$ cat src/rtl/core/tccb_pkg.sv
// shared types and constants for the text console character buffer
package tccb_pkg;

  // request codes
  localparam logic [1:0] REQ_WRITE = 2'd0;
  localparam logic [1:0] REQ_READ  = 2'd1;
  localparam logic [1:0] REQ_CLEAR = 2'd2;

  // character codes
  localparam logic [7:0] CH_BACKSPACE   = 8'd8;
  localparam logic [7:0] CH_NEWLINE     = 8'd10;
  localparam logic [7:0] CH_FIRST_PRINT = 8'd32;
  localparam logic [7:0] CH_LAST_PRINT  = 8'd126;
  localparam logic [6:0] CELL_SPACE     = 7'd32;

  // input request payload
  typedef struct packed {
    logic [1:0] req_type;
    logic [7:0] char_code;
    logic [4:0] read_row;
    logic [6:0] read_col;
  } in_t;

  // result payload
  typedef struct packed {
    logic [6:0] cell_char;
    logic [4:0] cursor_row_now;
    logic [6:0] cursor_col_now;
    logic       did_scroll;
  } out_t;

  // blanking sweep command
  typedef struct packed {
    logic go;
    logic all;
  } sweep_cmd_t;

endpackage

$ cat src/rtl/core/tccb_sweep.sv
// blanking sequencer: writes spaces over one physical row or the whole store
module tccb_sweep #(
  parameter int ROWS = 25,
  parameter int COLS = 80,
  parameter int RW   = 5,
  parameter int CW   = 7
) (
  input  logic                clk,
  input  logic                rst_n,
  input  tccb_pkg::sweep_cmd_t cmd,
  input  logic [RW-1:0]       cmd_row,
  output logic                busy,
  output logic [RW-1:0]       wr_row,
  output logic [CW-1:0]       wr_col
);
  import tccb_pkg::*;

  logic          busy_r, busy_nxt;
  logic          all_r, all_nxt;
  logic [RW-1:0] row_r, row_nxt;
  logic [CW-1:0] col_r, col_nxt;

  // walk columns, then rows when sweeping everything
  always_comb begin
    busy_nxt = busy_r;
    all_nxt  = all_r;
    row_nxt  = row_r;
    col_nxt  = col_r;
    if (cmd.go) begin
      busy_nxt = 1'b1;
      all_nxt  = cmd.all;
      row_nxt  = cmd.all ? '0 : cmd_row;
      col_nxt  = '0;
    end else if (busy_r) begin
      if (col_r == CW'(COLS - 1)) begin
        col_nxt = '0;
        if (!all_r || row_r == RW'(ROWS - 1)) begin
          busy_nxt = 1'b0;
        end else begin
          row_nxt = row_r + 1'b1;
        end
      end else begin
        col_nxt = col_r + 1'b1;
      end
    end
  end

  // reset starts a full clearing pass
  always_ff @(posedge clk) begin
    if (!rst_n) begin
      busy_r <= 1'b1;
      all_r  <= 1'b1;
      row_r  <= '0;
      col_r  <= '0;
    end else begin
      busy_r <= busy_nxt;
      all_r  <= all_nxt;
      row_r  <= row_nxt;
      col_r  <= col_nxt;
    end
  end

  assign busy   = busy_r;
  assign wr_row = row_r;
  assign wr_col = col_r;

endmodule

$ cat config.mk
export PLATFORM = sky130hd
export DESIGN_NAME = tccb_sweep
export DESIGN_NICKNAME = d
export VERILOG_FILES = /design/src/rtl/core/tccb_pkg.sv /design/src/rtl/core/tccb_sweep.sv
export SDC_FILE = /design/constraint.sdc
export NUM_CORES = 1
export LEC_CHECK = 0
export BUFFER_PORTS_ARGS = -buffer_cell sky130_fd_sc_hd__buf_4
export CORE_AREA = 5 5 47 49
export CTS_BUF_LIST = sky130_fd_sc_hd__clkbuf_2 sky130_fd_sc_hd__clkbuf_4 sky130_fd_sc_hd__clkbuf_8
export DETAILED_ROUTE_END_ITERATION = 16
export DIE_AREA = 0 0 52 54
export GPL_TIMING_DRIVEN = 0
export PLACE_DENSITY = 0.76
export SYNTH_ARGS = -nofsm -noshare
export SYNTH_HDL_FRONTEND = slang
export SYNTH_SLANG_ARGS = --single-unit
$ cat constraint.sdc
create_clock -name clk -period 2.1 [get_ports clk]
set_input_delay 0.21 -clock clk [delete_from_list [all_inputs] [get_ports clk]]
set_output_delay 0.21 -clock clk [all_outputs]
set_load 0.005 [all_outputs]
### Word-level counts from Yosys, hierarchy flattened

Cells that the tools add are included.

* $add $sub $neg: 2
* equal/unequal tests: 3
* mux-type cells: 9
* bitwise gates (word level): 1
* reductions and logical operators: 6

Operators with widths (count)
* $mux W5: 5
* $add A7 B1 Y7 const B: 1
* $eq A7 B7 Y1 const B: 1
* $mux W7: 1
* $add A5 B1 Y5 const B: 1
* $eq A5 B5 Y1 const B: 1
* $reduce_bool A2 Y1: 2
* $mux W1: 3
* $reduce_and A3 Y1: 1
* $ne A2 B2 Y1 const B: 1
* $reduce_or A2 Y1: 1
* $logic_not A1 Y1: 1
* $logic_or A1 B1 Y1: 1
* $not A1 Y1: 1

* register bits after elaboration: 14
* input bits: 9
* output and inout port bits: 13
* word-level logic and storage cells: 25

### Longest topological paths before layout

Gate-level depths: netlist of run 1.

* depth after elaboration: 6
* mapped depth: 7

### Worst setup path before layout of run 1

No wires, ideal clock.

* path type: register -> register
* start point: reg col_r[6] (netlist: wr_col[6])
* end point: reg row_r[2] (netlist: wr_row[2])
* setup time: 0.122 ns
* data arrival time: 1.832 ns
* setup slack: 0.147 ns
* cell stages (with the launch flop): 6
* period minus slack after synthesis: 1.953 ns
* path through: dfxtp_1 or3b_4 or4b_1 buf_2 o21a_1 o311a_1

* cells in the longest elaborated chain, start to end: 3

Ends and longest elaborated chain
* start: declaration: line tccb_sweep.sv:21 `logic [CW-1:0] col_r, col_nxt;`
* start signal: assignment: line tccb_sweep.sv:59 `col_r <= col_nxt;`
* $eq A7 B7 Y1: line tccb_sweep.sv:35 `if (col_r == CW'(COLS - 1)) begin`
* $reduce_bool A2 Y1 (no source line)
* $reduce_and A3 Y1 (no source line)
* end signal: assignment: line tccb_sweep.sv:58 `row_r <= row_nxt;`
* end: declaration: line tccb_sweep.sv:20 `logic [RW-1:0] row_r, row_nxt;`

No other way between the ends.
A chain may end at the register's enable or synchronous reset.

### Worst setup path in the final report of run 1

* start point: reg col_r[4] (netlist: wr_col[4])
* end point: reg row_r[2] (netlist: wr_row[2])

The elaborated chain is that of the path after synthesis.

==> results of run 1 <==
[cell type report]
| cell class | instances | area (sq um) |
|---|---|---|
| fill | 171 | 828.3 |
| multi-input combinational | 64 | 427.9 |
| sequential | 14 | 285.3 |
| timing repair buffer | 22 | 165.2 |
| clock buffer | 4 | 36.28 |
| inverter | 9 | 33.78 |
| tap | 27 | 33.78 |
| buffer | 2 | 11.26 |
[tightest hold or removal path: cells and delay by family]
family | cells | cell delay, ps
buffers and inverters | 1 | 110
AO/OA/AOI/OAI | 1 | 60
AND/OR/NAND/NOR | 1 | 50
[metal layers]
metal | vias to the layer above | GRT usage [%] | share of wire [%]
li1 | 362 | - | -
met1 | 321 | 13.88 | 44
met2 | 21 | 24.27 | 49
met3 | 2 | 3.324 | 5.7
met4 | 0 | 6.550 | 0.47
met5 | - | 0 | 0
[path summary, 6_finish.rpt]
check / start / end / cells after the start
worst max-delay path: wr_col[4]$_SDFFE_PP0P_ / wr_row[2]$_SDFFE_PN0P_ / 5
worst min-delay path: cmd[0] / all_r$_SDFFE_PN1P_ / 3
worst max register to register: wr_col[4]$_SDFFE_PP0P_ / wr_row[2]$_SDFFE_PN0P_ / 5
worst min register to register: wr_col[6]$_SDFFE_PP0P_ / wr_col[6]$_SDFFE_PP0P_ / 2
[metrics by stage]
| stage | worst slack, ps | cells | power (W) |
|---|---|---|---|
| final | 77.99 | 142 | 0.0005410 |
| after global routing | 2.994 | 142 | 0.0005655 |
| after CTS | 0.7403 | 141 | 0.0005487 |
| after detailed placement | 27.83 | 137 | 0.0003513 |
| after global placement | 34.55 | 137 | 0.0003488 |
| after floorplan | 146.7 | 89 | 0.0003171 |
[cell usage after synthesis]
master / n / area share, %
a211oi_1: 1 / 1.0
a21oi_1: 3 / 2.0
and2b_1: 1 / 1.0
buf_2: 1 / 0.67
clkbuf_1: 1 / 0.50
dfxtp_1: 14 / 38
ha_1: 3 / 5.0
inv_1: 9 / 4.5
mux2_2: 1 / 1.5
mux2i_1: 1 / 1.3
nand2_1: 6 / 3.0
nand2b_1: 2 / 1.7
nand3_1: 4 / 2.7
nand3b_1: 1 / 1.0
nand4_1: 3 / 2.5
nand4b_1: 1 / 1.2
nor2_1: 6 / 3.0
nor2b_1: 2 / 1.7
nor3_1: 3 / 2.0
nor3b_1: 2 / 2.0
o2111a_1: 1 / 1.5
o211a_1: 2 / 2.7
o211ai_1: 2 / 2.0
o21a_1: 1 / 1.0
o21ai_0: 9 / 6.0
o311a_1: 1 / 1.3
or3_1: 1 / 0.84
or3b_4: 1 / 1.5
or4b_1: 1 / 1.3
xnor2_1: 1 / 1.2
xor2_1: 4 / 4.7
[repair_timing]
action	4_1_cts	5_1_grt
resized for setup	0	7
buffers inserted	0	1
setup endpoints to repair	0	3
[power breakdown]
part / leakage (nW) / switching (W) / internal (W)
clock: 0.0210 / 0.0000908 / 0.000105
combinational: 0.326 / 0.0000269 / 0.0000342
sequential: 0.116 / 0.00000964 / 0.000274
[registers in the layout, summed over array words and instances (netlist names)]
signal	count
all_r	1
busy	1
wr_col	7
wr_row	5
[cells by family (layout without fill, tap and decap cells)]
group                      Yosys count  count (layout)
xor gates and xnor gates             5               5
and+or+nand+nor                     34              34
buffers and inverters               11              37
AOI/OAI and AO/OA                   20              20
muxes                                2               2
adders and majority gates            3               3
DFF                                 14              14
==> results.txt, run 1 <==
remaining global-route overflow: 0
maximum clock rate: 494.6 MHz
crit-path max cell delay: 520 ps
WS Path Type: reg -> reg
top fanout value on the critical path: 6
cell area after synthesis: 747.0 sq um
commonest non-fill, non-tap cell in the layout: buf_4
status: completed
worst path required time: 2280 ps
initial core utilization: 41.00%
n_diodes: 0
root buffer cell: clkbuf_4
Synth Register Bits: 14
Routed WL per cell: 11.89 microns
setup_tns: 0 ps
Area Growth Syn to Fin: 33.00%
Avg Inst Size Synth: 8.393 sq um
Post-Synth Adder-Cell Area: 5.025%
Worst-path clk slew: 90 ps
clk sinks: 14
antenna violations before repair: 0
worst path arrival time: 2200 ps
ANT nets after route: 0
drt first pass iters: 4
P per Cell Area: 544.5 mW/mm^2
post-synthesis sequential area ratio: 37.52%
largest family of logic cells by synthesized area: simple AND/OR/NAND/NOR gates
Die ar.: 0.002808 sq mm
Leakage: 0.4634 nW
crit-path leading delay family: simple AND/OR/NAND/NOR gates
layout cells sized above 1: 29.57%
Compound-Gate Fraction of Synth Area: 17.59%
IO Port Bufs: 21
Synth Warn #: 0
row count: 16
GPL Wtd Cong: 0.7819
CTS tree: done
final setup fails: 0
Placed Instance Area: 938.4 sq um
Post-Route WL: 1688 microns
Chip Width: 52 microns
simple-gate area share of the yosys netlist: 25.46%
vias: 706
mux share of post-synthesis cell area: 2.848%
Total GRT Usage: 13.19%
DP Wirelength: 1311 microns
crit path cell chain: or3b_4 -> or4b_4 -> buf_4 -> o21a_1 -> o311a_1
fin. max-slew vios: 0
worst path bufs/invs: 1
fin util: 54.53%
slew margin rel.: 69.86%
IO Count: 22
first-pass GRT wire length: 2725 microns
largest net degree at the start of global routing: 11
Gate Count Post-Synth: 89
CTS HTree Levels: 1
DR vias/cell: 4.972
area of the core: 0.001822 sq mm
commonest non-fill, non-tap cells in the layout: buf_4, dfxtp_1, inv_1, o21ai_0
Num CTS Buffers: 3
Crit. End Element: flip-flop
period utilization: 96.29%
flop-to-flop setup slack: 80 ps
post-synthesis xor/xnor area fraction: 5.863%
Max VDD drop: 0.2959 mV
post-layout instance area: 993.5 sq um
RSZ-0062 raised after global routing: false
DRC violations left: 0
syn_nets: 101
Worst-Margin Slew: 447.4 ps
Post-CTS Hold Buffers: 0
min cycle time layout: 2022 ps
synth unique cells: 31
Hold WS: 192.2 ps
clk buf depth: 2
Iteration-0 DRC Markers: 5
final hold viol count: 0
Setup Skew: 6.446 ps
NumNets Final: 128
Clk Latency, worst-skew pair: 280 ps
vias in the first global route: 670
min-delay worst type: in -> reg
number of max-cap violations: 0
Crit-path slowest cell: or4b_4
Die Y: 54 microns
Startpoint Class: flip-flop
(Power assumes the default switching activity.)
==> run 2: changes to the inputs <==
Settings changed: ABC_AREA from default to 1, CORE_AREA 5 5 47 49 to 5 5 49 51, DIE_AREA 0 0 52 54 to 0 0 54 56, PLACE_DENSITY 0.76 to 0.74, SETUP_SLACK_MARGIN from default to 0.3.
==> results.txt, run 2 <==
status: completed
min-delay worst type: in -> reg
Post-synth EDFFs: 0
fin. max-slew vios: 0
Chip Width: 54 microns
area of the multi-input gates: 462.9 sq um
n_diodes: 0
final setup fails: 0
first-pass GRT wire length: 2822 microns
Gate Count Post-Synth: 122
Max VDD drop: 0.3263 mV
synth cell count leaders: nand2_1, nor2_1, dfxtp_1
post-layout instance area: 0.001015 sq mm
Reg2Reg Capture Point: wr_row[1]$_SDFFE_PN0P_
crit path cell chain: inv_1 -> ha_1 -> nand2_1 -> nor2_2 -> nor2_2 -> nand2_4 -> a21oi_1 -> nor2_1
GPL Wtd Cong: 0.8260
met1 Usage GRT: 15.16%
Int Pwr: 0.0003827 W
Synth Warn #: 0
WHS Endpoint: all_r$_SDFFE_PN1P_
cell area after synthesis: 808.3 sq um
fill count: 204
P_sw: 0.0001284 W
worst path arrival time: 1500 ps
P per Cell Area: 503.7 mW/mm^2
Global Route met2 Usage: 20.07%
gr busiest metal: met2
post-synthesis sequential area ratio: 34.67%
Comb pwr share: 16.1%
Worst-Margin Slew: 227.4 ps
period utilization: 62.97%
row count: 16
post-route setup slack: 777.6 ps
Die Y: 56 microns
min cycle time layout: 1322 ps
commonest non-fill, non-tap cell in the layout: nand2_1
synth unique cells: 19
antenna violations before repair: 0
DRC violations left: 0
Async SR Flop Fraction: 0%
area of the core: 0.001902 sq mm
final hold viol count: 0
reg2reg start: wr_row[0]$_SDFFE_PN0P_
cts repair resizes: 0
Clock power frac: 27.9%
Area Growth Syn to Fin: 25.54%
overall power: 0.0005111 W
worst reg2reg path depth: 8
ANT nets after route: 0
root buffer cell: clkbuf_4
Routed WL per cell: 9.826 microns
RSZ-0062 raised after global routing: false
largest cells by area after synthesis: dfxtp_1, nand2_1, nor2_1
Setup Skew: 1.506 ps
WHS Path Cells: 2
remaining global-route overflow: 0
Synth Flop Type: dfxtp_1
Placed Instance Area: 992.2 sq um
commonest non-fill, non-tap cells in the layout: nand2_1, nor2_1, buf_4, dfxtp_1, nand3_1
flip-flop and latch area: 280.3 sq um
top fanout value on the critical path: 8
top-area cell type share of the netlist area: 34.67%
Startpoint Class: flip-flop
clk buf depth: 2
pre-CTS WS: 770.0 ps
met3 global-route usage: 2.413%
top cell type by total area after synthesis: dfxtp_1
Num CTS Buffers: 3
Setup Fix Bufs, Post-CTS: 0
drt first pass iters: 4
fin util: 53.36%
layout cells sized above 1: 26.90%
crit-path max cell delay: 400 ps
clk sinks: 14
CTS tree: done
hold_sp: rst_n
IO Count: 22
max FFs per register: 7
NumNets Final: 159
worst path bufs/invs: 1
Die ar.: 0.003024 sq mm
Avg Inst Size Synth: 6.625 sq um
vias in the first global route: 757
Leakage: 0.4852 nW
Reg power frac: 56.0%
Worst-path clk slew: 70 ps
crit-path leading delay family: flip-flops
vias: 808
worst path required time: 2270 ps
DP Wirelength: 1386 microns
WS Path Type: reg -> reg
Clk Latency, worst-skew pair: 270 ps
syn_nets: 134
count leader, synth: nand2_1
slew margin rel.: 84.82%
DR vias/cell: 4.698
IO Port Bufs: 20
maximum clock rate: 756.2 MHz
Crit. End Element: flip-flop
Iteration-0 DRC Markers: 6
setup_tns: 0 ps
flop-to-flop setup slack: 780 ps
Switching Share: 25.12%
Total GRT Usage: 12.16%
Synth Register Bits: 14
Worst path most repeated cell: nor2_2
number of max-cap violations: 0
largest net degree at the start of global routing: 11
Crit-path slowest cell: dfxtp_1
Post-Route WL: 1690 microns
CTS HTree Levels: 1
initial core utilization: 42.50%
Post-CTS Hold Buffers: 0
run 2: stage by stage:
step	hold slack, ps	cells
after floorplan	334.8	122
after global placement	446.4	169
after detailed placement	453.8	169
after CTS	170.5	172
after global routing	181.3	172
final	167.0	172
run 2: worst max path at each step:
stage / end / slack (ps) / cells past startpoint / startpoint
6_report: wr_row[1]$_SDFFE_PN0P_ / 780 / 8 / wr_row[0]$_SDFFE_PN0P_
3_5_place_dp: wr_row[4]$_SDFFE_PN0P_ / 770 / 8 / wr_col[1]$_SDFFE_PP0P_
4_1_cts: wr_row[4]$_SDFFE_PN0P_ / 750 / 8 / wr_col[1]$_SDFFE_PP0P_
2_1_floorplan: wr_row[0]$_SDFFE_PN0P_ / 870 / 8 / wr_row[0]$_SDFFE_PN0P_
3_3_place_gp: wr_row[0]$_SDFFE_PN0P_ / 790 / 8 / wr_row[0]$_SDFFE_PN0P_
5_1_grt: wr_row[4]$_SDFFE_PN0P_ / 640 / 9 / wr_row[0]$_SDFFE_PN0P_
run 2: power groups by stage:
stage	Clock, W	Combinational (W)	Sequential (W)
after floorplan	0	0.0000494	0.000291
after global placement	0	0.0000818	0.000292
after detailed placement	0	0.0000833	0.000292
after CTS	0.000148	0.0000836	0.000286
after global routing	0.000159	0.0000937	0.000288
final	0.000143	0.0000824	0.000286
run 2: logic make-up (layout without fill, tap and decap cells):
kind of cell | count (synthesis) | after routing | share of synthesized area [%]
simple gates | 74 | 74 | 40.40
compound gates | 11 | 11 | 6.811
xor+xnor | 5 | 5 | 5.419
flops | 14 | 14 | 34.68
fa+ha+maj | 3 | 3 | 4.644
buf+inv | 15 | 38 | 8.048
run 2: worst register-to-register path, cell delays in order, from the launching register on:
cell     delay (ps)
dfxtp_1         400
inv_1            80
ha_1            200
nand2_1          90
nor2_2           50
nor2_2          110
nand2_4          90
a21oi_1         140
nor2_1           60
run 2: per-layer routing:
layer  wire length (microns)  part of all wire, %
met1                     767                   45
met2                     797                   47
met3                     109                  6.4
met4                      15                 0.89
met5                       0                    0
run 2: layout make-up:
type                    instances  share of cell area, %
plain buffers                   2                  1.480
well taps                      27                  3.329
inverters                      13                  4.932
clock buffers                   3                  2.219
multi-input cells              93                  45.62
flip-flops and latches         14                  27.62
repair buffers                 20                  14.80
==> run 3: changes to the inputs <==
Clock period 2.1 ns to 1.1 ns, I/O delays scaled along.
==> results.txt, run 3 (same netlist as run 2, synthesis figures left out) <==
status: complete, but fails checks
failing checks: negative setup slack
antenna violations before repair: 0
Num CTS Buffers: 3
Post-Route WL: 2212 microns
Reg2Reg Capture Point: wr_row[0]$_SDFFE_PN0P_
max FFs per register: 7
Worst-Margin Slew: 212.3 ps
Die ar.: 0.003024 sq mm
worst reg2reg path depth: 8
number of max-cap violations: 0
Area Growth Syn to Fin: 76.16%
largest net degree at the start of global routing: 11
DP Wirelength: 1405 microns
Total GRT Usage: 16.25%
Iteration-0 DRC Markers: 8
WS Path Type: reg -> out
IO Port Bufs: 20
maximum clock rate: 819.4 MHz
WHS Endpoint: all_r$_SDFFE_PN1P_
drt first pass iters: 3
IO Count: 22
Startpoint Class: flip-flop
min-delay worst type: in -> reg
n_diodes: 0
final hold viol count: 0
setup_tns: -715.7 ps
clk sinks: 14
NumNets Final: 174
Chip Width: 54 microns
Hold WS: 57.76 ps
first-pass GRT wire length: 3567 microns
Setup Skew: 6.826 ps
final setup fails: 12
GPL Wtd Cong: 0.7805
clk buf depth: 2
hold_sp: rst_n
vias: 870
CTS HTree Levels: 1
Leakage: 0.6597 nW
Clk Latency, worst-skew pair: 300 ps
remaining global-route overflow: 0
P per Cell Area: 828.8 mW/mm^2
worst path required time: 990 ps
reg2reg start: wr_col[0]$_SDFFE_PP0P_
layout cells sized above 1: 57.76%
min cycle time layout: 1220 ps
ANT nets after route: 0
area of the core: 0.001902 sq mm
vias in the first global route: 883
commonest non-fill, non-tap cells in the layout: nand2_1, nor2_1, buf_6, buf_4, dfxtp_4
initial core utilization: 42.50%
worst path arrival time: 1110 ps
fin. max-slew vios: 0
post-route setup slack: -120.4 ps
CTS tree: done
top fanout value on the critical path: 3
flop-to-flop setup slack: -100 ps
period utilization: 110.9%
DRC violations left: 0
Worst-path clk slew: 90 ps
Crit. End Element: output port
row count: 16
Routed WL per cell: 11.77 microns
Die Y: 56 microns
WHS Path Cells: 2
Max VDD drop: 0.6422 mV
RSZ-0062 raised after global routing: true
slew margin rel.: 85.69%
root buffer cell: clkbuf_4
commonest non-fill, non-tap cell in the layout: nand2_1
DR vias/cell: 4.628
[run 3: worst max-delay path, cell delays in order (launching register included)]
cell and delay, ps:
dfxtp_4 360, buf_4 130, buf_6 100, buf_6 120, buf_6 100
[run 3: how the worst max path moves through the flow]
stage	start	endpoint	slack [ps]	cells after the start
3_5_place_dp	wr_row[0]$_SDFFE_PN0P_	wr_row[0]$_SDFFE_PN0P_	-120	8
3_3_place_gp	wr_row[0]$_SDFFE_PN0P_	wr_row[0]$_SDFFE_PN0P_	-110	8
4_1_cts	wr_col[1]$_SDFFE_PP0P_	wr_row[0]$_SDFFE_PN0P_	-70	8
5_1_grt	wr_col[1]$_SDFFE_PP0P_	wr_row[3]$_SDFFE_PN0P_	-200	8
6_report	wr_col[1]$_SDFFE_PP0P_	wr_col[1]	-120	4
2_1_floorplan	wr_row[0]$_SDFFE_PN0P_	wr_row[0]$_SDFFE_PN0P_	-50	8
[run 3: cell type report]
| class | count | area [sq um] |
|---|---|---|
| plain buffers | 2 | 15.01 |
| repair buffers | 35 | 334.1 |
| multi-input cells | 93 | 628.1 |
| well taps | 27 | 33.78 |
| flip-flops and latches | 14 | 321.6 |
| inverters | 13 | 55.05 |
| clock buffers | 4 | 36.28 |
| fillers | 143 | 478.0 |
[run 3: repair_timing]
action                     in CTS  in global routing
hold buffers                    0                  0
gates cloned                    0                  0
buffers inserted                9                  6
pin swaps                      11                 12
gates resized for setup        38                 18
setup endpoints to repair      26                 26
[run 3: through the flow]
step / worst slack (ps) / instance area [sq um] / util (%) / total power (W) / cells
after floorplan: -46.34 / 890.9 / - / 0.0006658 / 122
after global placement: -109.5 / 1075 / 56.51 / 0.0007332 / 169
after detailed placement: -120.0 / 1075 / 56.51 / 0.0007349 / 169
after CTS: -71.47 / 1310 / 68.88 / 0.001162 / 182
after global routing: -199.0 / 1424 / 74.87 / 0.001245 / 188
final: -120.4 / 1424 / 74.87 / 0.001180 / 188
[run 3: report_power, final]
part	switching, W	total (W)	internal, W
Sequential	0.0000266	0.000537	0.000510
Combinational	0.000115	0.000251	0.000136
Clock	0.000190	0.000392	0.000202
Total	0.000331	0.00118	0.000849
[run 3: metal layers]
| layer | global-route usage (%) | wire (microns) |
|---|---|---|
| met1 | 17.24 | 910 |
| met2 | 28.03 | 1157 |
| met3 | 2.681 | 86 |
| met4 | 10.68 | 57 |
| met5 | 0 | 0 |
